--- src/knfs_pkg.sv ---
`timescale 1ns / 1ps

package knfs_pkg;

  // Number of kept slots.
  localparam int SLOTS   = 16;
  localparam int SLOT_AW = (SLOTS > 1) ? $clog2(SLOTS) : 1;
  localparam int CNT_W   = $clog2(SLOTS + 1);

  localparam int FEAT_W = 16;
  localparam int POS_W  = 32;
  localparam int SPC_W  = 24;
  localparam int DIST_W = 34;
  localparam int SQ_W   = 32;
  localparam int K_W    = 5;

  localparam int CFG_DATA_W = 16;
  localparam int CFG_ADDR_W = 2;

  localparam int IN_TDATA_W  = 136;
  localparam int OUT_TDATA_W = 144;

  localparam logic [K_W-1:0] K_RESET = 5'd8;

  typedef enum logic [CFG_ADDR_W-1:0] {
    REG_QUERY_PATTERN  = 2'd0,
    REG_QUERY_SLOPE    = 2'd1,
    REG_QUERY_RESIDUAL = 2'd2,
    REG_K_COUNT        = 2'd3
  } cfg_reg_e;

  // One kept record; packed so that the lowest field is the x coordinate.
  typedef struct packed {
    logic [DIST_W-1:0] distance;
    logic [SPC_W-1:0]  min_spacing;
    logic [FEAT_W-1:0] residual;
    logic [POS_W-1:0]  pos_y;
    logic [POS_W-1:0]  pos_x;
  } slot_t;

  // Magnitude of the difference of two signed Q8.8 values; always fits 16 bits.
  function automatic logic [FEAT_W-1:0] abs_diff(input logic [FEAT_W-1:0] a,
                                                 input logic [FEAT_W-1:0] b);
    logic [FEAT_W:0] diff;
    logic [FEAT_W:0] mag;
    diff = {a[FEAT_W-1], a} - {b[FEAT_W-1], b};
    mag  = diff[FEAT_W] ? (~diff + 1'b1) : diff;
    return mag[FEAT_W-1:0];
  endfunction

endpackage

--- src/knfs_dist.sv ---
`timescale 1ns / 1ps

module knfs_dist import knfs_pkg::*; (
  input  logic              clk_i,
  input  logic              rst_ni,
  input  logic              start_i,
  input  logic [FEAT_W-1:0] rec_pattern_i,
  input  logic [FEAT_W-1:0] rec_slope_i,
  input  logic [FEAT_W-1:0] rec_residual_i,
  input  logic [FEAT_W-1:0] qry_pattern_i,
  input  logic [FEAT_W-1:0] qry_slope_i,
  input  logic [FEAT_W-1:0] qry_residual_i,
  output logic              done_o,
  output logic [DIST_W-1:0] dist_o
);

  // Steps 0..2 square one feature difference each; steps 1..3 accumulate.
  localparam logic [1:0] LAST_STEP = 2'd3;

  logic              busy_q;
  logic [1:0]        step_q;
  logic              done_q;
  logic [SQ_W-1:0]   prod_q;
  logic [DIST_W-1:0] acc_q;
  logic [FEAT_W-1:0] mag;

  always_comb begin
    case (step_q)
      2'd0:    mag = abs_diff(rec_pattern_i, qry_pattern_i);
      2'd1:    mag = abs_diff(rec_slope_i, qry_slope_i);
      default: mag = abs_diff(rec_residual_i, qry_residual_i);
    endcase
  end

  always_ff @(posedge clk_i or negedge rst_ni) begin
    if (!rst_ni) begin
      busy_q <= 1'b0;
      step_q <= '0;
      done_q <= 1'b0;
    end else begin
      done_q <= 1'b0;
      if (start_i) begin
        busy_q <= 1'b1;
        step_q <= '0;
      end else if (busy_q) begin
        step_q <= step_q + 2'd1;
        if (step_q == LAST_STEP) begin
          busy_q <= 1'b0;
          done_q <= 1'b1;
        end
      end
    end
  end

  always_ff @(posedge clk_i) begin
    if (start_i) begin
      acc_q <= '0;
    end else if (busy_q) begin
      if (step_q != LAST_STEP) begin
        prod_q <= SQ_W'(mag) * SQ_W'(mag);
      end
      if (step_q != 2'd0) begin
        acc_q <= acc_q + DIST_W'(prod_q);
      end
    end
  end

  assign done_o = done_q;
  assign dist_o = acc_q;

endmodule

--- src/knfs_slot_ram.sv ---
`timescale 1ns / 1ps

module knfs_slot_ram import knfs_pkg::*; (
  input  logic               clk_i,
  input  logic               we_i,
  input  logic [SLOT_AW-1:0] waddr_i,
  input  slot_t              wdata_i,
  input  logic               re_i,
  input  logic [SLOT_AW-1:0] raddr_i,
  output slot_t              rdata_o
);

  slot_t mem [SLOTS];
  slot_t rdata_q;

  always_ff @(posedge clk_i) begin
    if (we_i) begin
      mem[waddr_i] <= wdata_i;
    end
    if (re_i) begin
      rdata_q <= mem[raddr_i];
    end
  end

  assign rdata_o = rdata_q;

endmodule

--- src/k_nearest_feature_select_core.sv ---
`timescale 1ns / 1ps
// A record goes through the distance unit and, while the kept set is filling, straight
// to the slot write; once the set is full, a scan of all kept entries comes in between.
// A new record is taken only in idle; each result of a set is read from a slot, then loaded.
// Reset: asynchronous, active low; clears the sequencer, the fill count, the output
// valid and the query and k registers (k to 8). Slot storage is not cleared.

module k_nearest_feature_select_core import knfs_pkg::*; (
  input  logic                   clk_i,
  input  logic                   rst_ni,

  // Configuration write port.
  input  logic                   cfg_we_i,
  input  logic [CFG_ADDR_W-1:0]  cfg_addr_i,
  input  logic [CFG_DATA_W-1:0]  cfg_wdata_i,

  // Records in. tdata from bit 0 up: point_pattern, mean_slope, residual,
  // pos_x, pos_y, min_spacing. tlast carries end_of_set.
  input  logic                   s_axis_tvalid,
  output logic                   s_axis_tready,
  input  logic [IN_TDATA_W-1:0]  s_axis_tdata,
  input  logic                   s_axis_tlast,

  // Kept records out. tdata from bit 0 up: out_x, out_y, out_residual,
  // out_min_spacing, out_distance, then zero fill. tlast carries last_of_run.
  output logic                   m_axis_tvalid,
  input  logic                   m_axis_tready,
  output logic [OUT_TDATA_W-1:0] m_axis_tdata,
  output logic                   m_axis_tlast
);

  // The sequencer walks each record through the shared distance unit, then
  // either appends it to the kept set or scans the slot memory one entry per
  // cycle for the farthest kept entry, which a nearer record replaces. On end
  // of set it reads the slots back in order into the output register.
  typedef enum logic [6:0] {
    ST_IDLE     = 7'b0000001,
    ST_DIST     = 7'b0000010,
    ST_SCAN     = 7'b0000100,
    ST_SCAN_END = 7'b0001000,
    ST_UPDATE   = 7'b0010000,
    ST_EMIT_RD  = 7'b0100000,
    ST_EMIT_LD  = 7'b1000000
  } state_e;

  typedef struct packed {
    logic [FEAT_W-1:0] pattern;
    logic [FEAT_W-1:0] slope;
    logic [FEAT_W-1:0] residual;
    logic [POS_W-1:0]  pos_x;
    logic [POS_W-1:0]  pos_y;
    logic [SPC_W-1:0]  min_spacing;
    logic              last;
  } rec_t;

  state_e state_q, state_d;

  logic [FEAT_W-1:0] qry_pattern_q;
  logic [FEAT_W-1:0] qry_slope_q;
  logic [FEAT_W-1:0] qry_residual_q;
  logic [K_W-1:0]    k_count_q;
  logic [CNT_W-1:0]  eff_k;

  rec_t              rec_q;
  logic              in_accept;

  logic              dist_done;
  logic [DIST_W-1:0] rec_dist;

  logic [CNT_W-1:0]   fill_q;
  logic               fill_mode_q;
  logic [CNT_W-1:0]   scan_q;
  logic               cmp_vld_q;
  logic [SLOT_AW-1:0] rd_idx_q;
  logic [DIST_W-1:0]  max_q;
  logic [SLOT_AW-1:0] best_q;
  logic [CNT_W-1:0]   emit_q;

  logic               ram_we;
  logic [SLOT_AW-1:0] ram_waddr;
  slot_t              ram_wdata;
  logic               ram_re;
  logic [SLOT_AW-1:0] ram_raddr;
  slot_t              ram_rdata;

  slot_t              out_q;
  logic               out_last_q;
  logic               out_valid_q;
  logic               out_load;
  logic               emit_last;

  // Configuration registers. Writes must happen only while idle; the block does not check.
  always_ff @(posedge clk_i or negedge rst_ni) begin
    if (!rst_ni) begin
      qry_pattern_q  <= '0;
      qry_slope_q    <= '0;
      qry_residual_q <= '0;
      k_count_q      <= K_RESET;
    end else if (cfg_we_i) begin
      case (cfg_reg_e'(cfg_addr_i))
        REG_QUERY_PATTERN:  qry_pattern_q  <= cfg_wdata_i;
        REG_QUERY_SLOPE:    qry_slope_q    <= cfg_wdata_i;
        REG_QUERY_RESIDUAL: qry_residual_q <= cfg_wdata_i;
        REG_K_COUNT:        k_count_q      <= cfg_wdata_i[K_W-1:0];
        default:            ;
      endcase
    end
  end

  // A k of zero keeps one entry, and a k above the slot count keeps them all.
  always_comb begin
    if (k_count_q == '0) begin
      eff_k = CNT_W'(1);
    end else if (int'(k_count_q) > SLOTS) begin
      eff_k = CNT_W'(SLOTS);
    end else begin
      eff_k = CNT_W'(k_count_q);
    end
  end

  assign s_axis_tready = (state_q == ST_IDLE);
  assign in_accept     = s_axis_tvalid && s_axis_tready;

  always_ff @(posedge clk_i) begin
    if (in_accept) begin
      rec_q.pattern     <= s_axis_tdata[15:0];
      rec_q.slope       <= s_axis_tdata[31:16];
      rec_q.residual    <= s_axis_tdata[47:32];
      rec_q.pos_x       <= s_axis_tdata[79:48];
      rec_q.pos_y       <= s_axis_tdata[111:80];
      rec_q.min_spacing <= s_axis_tdata[135:112];
      rec_q.last        <= s_axis_tlast;
    end
  end

  // Shared squaring unit: one feature difference per cycle.
  knfs_dist u_dist (
    .clk_i          (clk_i),
    .rst_ni         (rst_ni),
    .start_i        (in_accept),
    .rec_pattern_i  (rec_q.pattern),
    .rec_slope_i    (rec_q.slope),
    .rec_residual_i (rec_q.residual),
    .qry_pattern_i  (qry_pattern_q),
    .qry_slope_i    (qry_slope_q),
    .qry_residual_i (qry_residual_q),
    .done_o         (dist_done),
    .dist_o         (rec_dist)
  );

  // Slot storage. Only entries below the fill count are ever read.
  assign ram_wdata.distance    = rec_dist;
  assign ram_wdata.min_spacing = rec_q.min_spacing;
  assign ram_wdata.residual    = rec_q.residual;
  assign ram_wdata.pos_y       = rec_q.pos_y;
  assign ram_wdata.pos_x       = rec_q.pos_x;

  assign ram_we    = (state_q == ST_UPDATE) && (fill_mode_q || (max_q > rec_dist));
  assign ram_waddr = fill_mode_q ? fill_q[SLOT_AW-1:0] : best_q;
  assign ram_re    = (state_q == ST_SCAN) || (state_q == ST_EMIT_RD);
  assign ram_raddr = (state_q == ST_SCAN) ? scan_q[SLOT_AW-1:0] : emit_q[SLOT_AW-1:0];

  knfs_slot_ram u_slot_ram (
    .clk_i   (clk_i),
    .we_i    (ram_we),
    .waddr_i (ram_waddr),
    .wdata_i (ram_wdata),
    .re_i    (ram_re),
    .raddr_i (ram_raddr),
    .rdata_o (ram_rdata)
  );

  // The output register is free when empty or being taken this cycle, so a
  // new record can be accepted while the final result of a set still waits.
  assign out_load  = (state_q == ST_EMIT_LD) && (!out_valid_q || m_axis_tready);
  assign emit_last = (emit_q == fill_q - CNT_W'(1));

  always_comb begin
    state_d = state_q;
    case (state_q)
      ST_IDLE: begin
        if (in_accept) begin
          state_d = ST_DIST;
        end
      end
      ST_DIST: begin
        if (dist_done) begin
          state_d = ((fill_q < eff_k) && (int'(fill_q) < SLOTS)) ? ST_UPDATE : ST_SCAN;
        end
      end
      ST_SCAN: begin
        if (scan_q == fill_q - CNT_W'(1)) begin
          state_d = ST_SCAN_END;
        end
      end
      ST_SCAN_END: state_d = ST_UPDATE;
      ST_UPDATE:   state_d = rec_q.last ? ST_EMIT_RD : ST_IDLE;
      ST_EMIT_RD:  state_d = ST_EMIT_LD;
      ST_EMIT_LD: begin
        if (out_load) begin
          state_d = emit_last ? ST_IDLE : ST_EMIT_RD;
        end
      end
      default: state_d = ST_IDLE;
    endcase
  end

  always_ff @(posedge clk_i or negedge rst_ni) begin
    if (!rst_ni) begin
      state_q     <= ST_IDLE;
      fill_q      <= '0;
      fill_mode_q <= 1'b0;
      scan_q      <= '0;
      cmp_vld_q   <= 1'b0;
      emit_q      <= '0;
      out_valid_q <= 1'b0;
    end else begin
      state_q   <= state_d;
      cmp_vld_q <= (state_q == ST_SCAN);

      if ((state_q == ST_DIST) && dist_done) begin
        fill_mode_q <= (fill_q < eff_k) && (int'(fill_q) < SLOTS);
        scan_q      <= '0;
      end
      if (state_q == ST_SCAN) begin
        scan_q <= scan_q + CNT_W'(1);
      end
      if ((state_q == ST_UPDATE) && fill_mode_q) begin
        fill_q <= fill_q + CNT_W'(1);
      end
      if (state_q == ST_UPDATE) begin
        emit_q <= '0;
      end

      if (out_load) begin
        out_valid_q <= 1'b1;
        if (emit_last) begin
          fill_q <= '0;
        end else begin
          emit_q <= emit_q + CNT_W'(1);
        end
      end else if (m_axis_tready) begin
        out_valid_q <= 1'b0;
      end
    end
  end

  // Running maximum over the scanned slots; a later slot wins only when it
  // is strictly farther, so ties keep the earliest slot.
  always_ff @(posedge clk_i) begin
    if (state_q == ST_SCAN) begin
      rd_idx_q <= scan_q[SLOT_AW-1:0];
    end
    if (cmp_vld_q && ((rd_idx_q == '0) || (ram_rdata.distance > max_q))) begin
      max_q  <= ram_rdata.distance;
      best_q <= rd_idx_q;
    end
    if (out_load) begin
      out_q      <= ram_rdata;
      out_last_q <= emit_last;
    end
  end

  assign m_axis_tvalid = out_valid_q;
  assign m_axis_tdata  = {{(OUT_TDATA_W - $bits(slot_t)){1'b0}}, out_q};
  assign m_axis_tlast  = out_last_q;

endmodule

--- config.mk ---
export PLATFORM = sky130hd
export DESIGN_NAME = k_nearest_feature_select_core
export DESIGN_NICKNAME = d
export VERILOG_FILES = /design/src/knfs_pkg.sv /design/src/knfs_dist.sv /design/src/knfs_slot_ram.sv /design/src/k_nearest_feature_select_core.sv
export SDC_FILE = /design/constraint.sdc
export NUM_CORES = 2
export LEC_CHECK = 0
export BUFFER_PORTS_ARGS = -buffer_cell sky130_fd_sc_hd__clkbuf_2
export CAP_MARGIN = 20
export CORE_ASPECT_RATIO = 0.8
export CORE_MARGIN = 1.5
export CORE_UTILIZATION = 43
export CTS_BUF_LIST = sky130_fd_sc_hd__clkbuf_8
export DETAILED_ROUTE_END_ITERATION = 8
export GPL_TIMING_DRIVEN = 1
export SYNTH_ARGS = -nofsm -noshare
export SYNTH_HDL_FRONTEND = slang
export SYNTH_SLANG_ARGS = --single-unit
--- constraint.sdc ---
create_clock -name clk_i -period 14.6 [get_ports clk_i]
set_clock_uncertainty 0.1 [all_clocks]
set_input_delay 0.73 -clock clk_i [delete_from_list [all_inputs] [get_ports clk_i]]
set_output_delay 0.73 -clock clk_i [all_outputs]
set_load 0.02 [all_outputs]
Yosys cells after proc, flatten, opt, wreduce, memory -nomap -nowiden
Memories as Yosys holds them, arrays and structs flattened. A register that Yosys moved wholly into a read port is not among the register bits.
Cells that the tools add are included.

storage, ports and cells
  RAM bits = 2208
  input bits = 160
  memories kept = 1
  flip-flop bits (word level) = 466
  output and inout port bits = 147

operators by class
  bitwise gates (word level) = 4
  equality and inequality tests = 19
  multipliers = 1
  reduce and logical (&&, ||, !) cells = 27
  $lt $le $gt $ge = 5
  multiplexer cells = 36
  $add $sub $neg = 12

memories
  memory          depth  width  rd ports  clocked after Yosys merged registers in  write ports  RTL line             text
  u_slot_ram.mem  16     138    1         1                                        1            knfs_slot_ram.sv:13  slot_t mem [SLOTS];

operator list
  kind                   count
  $gt 34x34->1           2
  $mux 5                 11
  $sub 16x16->17         3
  $pmux 7 s7             1
  $add 16x1->16 const B  3
  $mux 16                3
  $not 16->16            3
  $add 34x32->34         1
  $mul 16x16->32         1
  $pmux 16 s2            1
  $mux 7                 4
  $add 5x1->5 const B    3
  $mux 6                 2
  $eq 5x5->1             2
  $mux 1                 10
  $reduce_and 2->1       5
  $mux 4                 2
  $reduce_bool 2->1      4
  $eq 7x1->1 const B     1
  $eq 7x2->1 const B     1
  $eq 7x3->1 const B     1
  $eq 7x4->1 const B     1
  $eq 7x5->1 const B     1
  $eq 7x6->1 const B     1
  20 further kinds       37

Longest topological paths before layout
  depth after elaboration = 8
  gate-level depth with buffers = 41

Modules after synthesis
From an unflattened synthesis, not the netlist that was laid out.

second synthesis, totals
  cells, all modules = 6334
  area total of the unflattened synthesis = 117143.6 um2

by module, submodules not included
  module                         seq. area each (um2)  area an instance (um2)  instances  cells each
  knfs_slot_ram                  70447.6               86999.7                 1          3598
  knfs_dist                      1711.6                15099.5                 1          1849
  k_nearest_feature_select_core  11503.5               15044.4                 1          887

Least setup slack after synthesis
Ideal clock, no wire load.

  path kind = register to register
  from = register u_dist.acc_q[3], in the netlist u_dist.dist_o[3]
  to = memory u_slot_ram.mem[0][0] (netlist name) (enable)
  cell stages (with the launch flop) = 13
  setup time = 0.973 ns
  arrival time = 15.131 ns
  slack = -1.604 ns
  clock period less this slack = 16.204 ns
  cells stage by stage = dfxtp_1 -> inv_1 -> ha_1 -> a21o_1 -> a21o_1 -> a21oi_1 -> o211ai_1 -> a221oi_1 -> o21ai_0 -> a221oi_1 -> o21ai_0 -> a2111oi_0 -> nor4_1

on the way
  longest elaborated chain between the ends = 5

RTL lines
  item                          RTL line                              text
  from (decl)                   knfs_dist.sv:24                       logic [DIST_W-1:0] acc_q;
  from (signal assigned)        knfs_dist.sv:63                       acc_q <= acc_q + DIST_W'(prod_q);
  $gt 34x34->1                  k_nearest_feature_select_core.sv:158  assign ram_we = (state_q == ST_UPDATE) && (fill_mode_q || (max_q > rec_dist));
  $logic_or 1x1->1              k_nearest_feature_select_core.sv:158
  $logic_and 1x1->1             k_nearest_feature_select_core.sv:158
  $mux 1                        knfs_slot_ram.sv:17                   if (we_i) begin
  $mux 1 (not written as such)  knfs_slot_ram.sv:18                   mem[waddr_i] <= wdata_i;
  to (decl)                     knfs_slot_ram.sv:13

No other way between the ends.

Worst setup path in the final report
  from = register rec_q, in the netlist ram_wdata[64]
  to = register u_dist.prod_q[31], data pin

on the way
  longest elaborated chain between the ends = 6

RTL lines
  item                  RTL line                             text
  from (decl)           k_nearest_feature_select_core.sv:64  rec_t rec_q;
  $sub 16x16->17 *      knfs_pkg.sv:46                       diff = {a[FEAT_W-1], a} - {b[FEAT_W-1], b};
  $not 16->16           knfs_pkg.sv:47                       mag = diff[FEAT_W] ? (~diff + 1'b1) : diff;
  $add 16x1->16         knfs_pkg.sv:47
  $mux 16 *             knfs_pkg.sv:47
  $pmux 16 s2 *         knfs_dist.sv:28                      case (step_q)
  $mul 16x16->32 *      knfs_dist.sv:60                      prod_q <= SQ_W'(mag) * SQ_W'(mag);
  to (signal assigned)  knfs_dist.sv:60
  to (decl)             knfs_dist.sv:23                      logic [SQ_W-1:0] prod_q;

Every way passes the cells marked *; elsewhere a longest branch is shown, timed or not.
A chain may end at the register's enable or synchronous reset.

==> reports/results.txt <==
The tools report the final weighted congestion in routability-driven placement as 0.8762. The count of nets left with antenna violations once routing finished came out at 0. Setup violations remaining at the end of the flow were counted as 0.

The global-route wire length before repair is 475400 um, and the fraction of the yosys area taken by sequential cells is 0.6981. Derived from the worst setup path, the maximum achievable clock frequency is 89.39 MHz. The tool flagged a number of max-cap violations equal to 0.

Counting the buffers created by CTS gives 433. During placement, the flow inserted port buffers numbering 300. The family of cells with the greatest summed delay on the critical path is adder cells. The tools report the count of different cell masters after synthesis as 88.

The number of fillers in the final layout is 24090, and the y dimension of the die is 475.2 um. The total overflow left after global routing is 0. The cell type with the largest total area after synthesis was sky130_fd_sc_hd__edfxtp_1. Among all stages on the critical path, the largest delay is contributed by sky130_fd_sc_hd__and3_1. After legalization and detailed placement, the total HPWL measured 166400 um. The detailed router placed 75800 vias in this run. For this block, wires on met1 add up to 143500 um.

The run finished with clean final reports. By area the synthesized netlist is led by sky130_fd_sc_hd__edfxtp_1 (68%), sky130_fd_sc_hd__nand2_1 (7.5%), sky130_fd_sc_hd__a311oi_1 (3.1%). The share of async-settable or async-resettable flops after synthesis came out at 0.02917. Type of destination of the critical path: a flop.

The longest clock path from root to sink contains 4 buffers. For the effective utilization at floorplan, the log shows 0.4319. Most frequent cell on the critical path: sky130_fd_sc_hd__fa_1.

The number of vias per cell was 5.525. In this run the clock root is driven by a sky130_fd_sc_hd__clkbuf_8. After clock tree synthesis, the clock-pin slew on the worst setup and hold paths is 0.07 ns. The routed wirelength normalized by instance count is 23.53 um, and the clock network latency to the later pin of the worst-skew pair is 1.05 ns. Compared with the post-synthesis result, the final layout area differs by 12.34%.

The synthesized netlist cell count is 9216, and the violation count after the first detailed-route iteration is 7717. The run gives 32940 um2 as the combined area of the multi-input logic cells. In this run, synthesis inferred 2695 flip-flops with an integrated enable. The slew at the pin closest to its max-slew limit was 1.154 ns. The critical path is of the flop to flop type. The critical path arrival was 11.83 ns; the amount of wire on met3 after detailed routing was 22710 um. Top-area cell type share of the netlist area: 0.6752. The run gives 0 as the count of final max-slew check failures. For this run, design rule violations remaining after detail routing come to 0. The first TritonRoute pass finished after 6 iterations. Top layer used by detailed routing: met4. The core region is 277500 um2.

Yosys printed 0 warnings. The final standard cell count with taps included and fillers excluded is 13720. The share of layout cells above drive strength 1 works out to 0.1036. Synthesized area per cell: 13.00 um2.

Setup repair after global routing left no endpoint under its margin. Counting instances in the post-synthesis netlist gives the leading cell types as sky130_fd_sc_hd__edfxtp_1 (2695), sky130_fd_sc_hd__nand2_1 (2408), sky130_fd_sc_hd__nand3_1 (592), sky130_fd_sc_hd__clkbuf_1 (458), sky130_fd_sc_hd__a311oi_1 (418). Summed over all layers, the routed wires come to 322800 um. The number of antenna violations at the first check in global routing was 15; the clock sink total was 2811.

For this run, the slowest stage of the critical path takes 0.61 ns. The shortest period the worst path allows is 11.19 ns, and the buffer and inverter count on the worst path is 6. After detailed placement, the design holds a cell count of 12790. The normalized max-slew margin is 0.2270, and the total length of routed met2 wires is 149600 um.

TritonCTS built the clock tree. Number of hold-slack violations in the final timing report: 0. The classification of the worst-slack hold path is input port to flop.

The final critical-path share of the clock period is 0.7662. The most instantiated flip-flop cell in the synthesis netlist was sky130_fd_sc_hd__edfxtp_1. For the number of H-tree levels, the log shows 5.

Most common cell in the netlist: sky130_fd_sc_hd__edfxtp_1. The worst setup path is launched from a flop. For the pin count of the biggest net entering global routing, the log shows 184. The largest driver fanout on the critical path is 17. The logs give 307 for the number of top-level pins and 73830 for the via count of the first global-routing pass.

The die is 593.3 um wide. The overall routing resource usage was 0.2248. The run gives 83660 um2 as the footprint of the flip-flops and latches. The die covers 281900 um2. The required time at the endpoint of the critical path was 15.24 ns; the netlist area before placement was 119900 um2. In the final design database the tool counted 10300 nets.

The row count is 173, and the post-synthesis register bit count is 2811.
## state kept, by name, indices dropped and copies added, names as in the netlist, 7 cells and up
name	cells
rec_q	33
u_dist.prod_q	31
ram_wdata	104
m_axis_tdata	138
state_q	7
qry_slope_q	16
u_dist.dist_o	34
qry_pattern_q	16
qry_residual_q	16
max_q	34
u_slot_ram.rdata_o	138
u_slot_ram.mem	2208
## logic make-up (layout without fill, tap and decap cells)
| kind of cell | after synthesis | after routing | share of synthesized area |
|---|---|---|---|
| xor gates and xnor gates | 152 | 152 | 0.01122 |
| buffers and inverters | 919 | 1733 | 0.02913 |
| DFF | 2811 | 2811 | 0.6981 |
| and+or+nand+nor | 3703 | 3703 | 0.1327 |
| other | 1 | 14 | 0.00003129 |
| AOI/OAI and AO/OA | 1148 | 1148 | 0.06865 |
| adders and majority gates | 428 | 428 | 0.05527 |
| muxes | 54 | 54 | 0.004959 |
## metrics by stage
stage	utilization	setup WS (ns)	hold slack, ns	cell area, um2	TNS, ns
6_report	0.4852	3.413	0.1099	134600	0
5_1_grt	0.4852	2.770	0.07279	134600	0
4_1_cts	0.4851	3.439	0.005408	134600	0
3_5_place_dp	0.4519	3.510	0.3045	125400	0
3_3_place_gp	0.4519	3.708	0.3016	125400	0
2_1_floorplan	-	-1.604	0.3003	119900	-874.13
## worst reg2reg max path: cells and delay by family (launching register included)
family / cells / cell delay (ns)
adder cells (fa/ha/maj): 9 / 3.77
AO/OA/AOI/OAI: 11 / 2.92
AND/OR/NAND/NOR: 7 / 2.29
buffers and inverters: 6 / 0.86
flip-flops: 1 / 0.60
XOR/XNOR: 1 / 0.36
## per-layer routing
metal | global-route usage | vias up
met3 | 0.03446 | 466
met1 | 0.3238 | 37960
met4 | 0.05519 | 0
li1 | - | 34590
met5 | 0 | -
met2 | 0.3586 | 2781
## layout by cell type, fill, tap and decap left out, drive strengths merged, types with 8 or more instances in the layout
master       synthesis  final
a211oi              14     14
a21o                60     60
a21oi              269    269
a221oi              14     14
a311oi             418    418
a31oi              160    160
and3               296    296
buf                 62    118
clkbuf             458    745
clkinv               4    160
clkinvlp             0      8
dfrtp               80     80
dfxtp               34     34
diode                0      8
dlygate4sd3          0    157
edfxtp            2695   2695
fa                 169    169
ha                 259    259
inv                395    539
mux2                43     43
mux2i               11     11
nand2             2408   2408
nand2b              35     35
nand3              592    592
nand4               24     24
nor2               208    208
nor2b               21     21
nor3                39     39
nor3b                8      8
nor4                17     17
o211ai              10     10
o21a                19     19
o21ai               84     84
o21bai               9      9
o22ai               10     10
o31ai                8      8
or2                 12     12
or3                 15     15
xnor2               99     99
xor2                52     52
## worst paths after layout
check,from,endpoint,slack [ns],depth (start not counted)
max,ram_wdata[64]$_DFFE_PP_,u_dist.prod_q[31]$_DFFE_PP_,3.41,34
max reg2reg,ram_wdata[64]$_DFFE_PP_,u_dist.prod_q[31]$_DFFE_PP_,3.41,34
min in group asynchronous,rst_ni,qry_slope_q[11]$_DFFE_PN0P_,0.59,4
min,cfg_we_i,k_count_q[0]$_DFFE_PN0P_,0.11,3
min reg2reg,u_slot_ram.rdata_o[48]$_DFFE_PP_,m_axis_tdata[48]$_DFFE_PP_,0.30,0
max in group asynchronous,rst_ni,emit_q[3]$_DFF_PN0_,12.82,4
## area by class of cell
class                   instances  area share
multi-input cells            5491      0.2446
clock inverters               314     0.01123
inverters                     399     0.01123
clock buffers                 445     0.04549
well taps                    3675     0.03415
repair buffers                575     0.03173
diodes                          8   0.0001487
flip-flops and latches       2811      0.6214
## what timing repair did
| action | CTS | global route |
|---|---|---|
| hold buffers | 158 | 0 |
| gates resized for setup | 0 | 0 |
| endpoints found under the hold margin | 209 | 0 |
| buffers inserted | 0 | 0 |
Power is not shown: default switching activity piles up to over one toggle a cycle in this logic, so the estimate is an artifact.
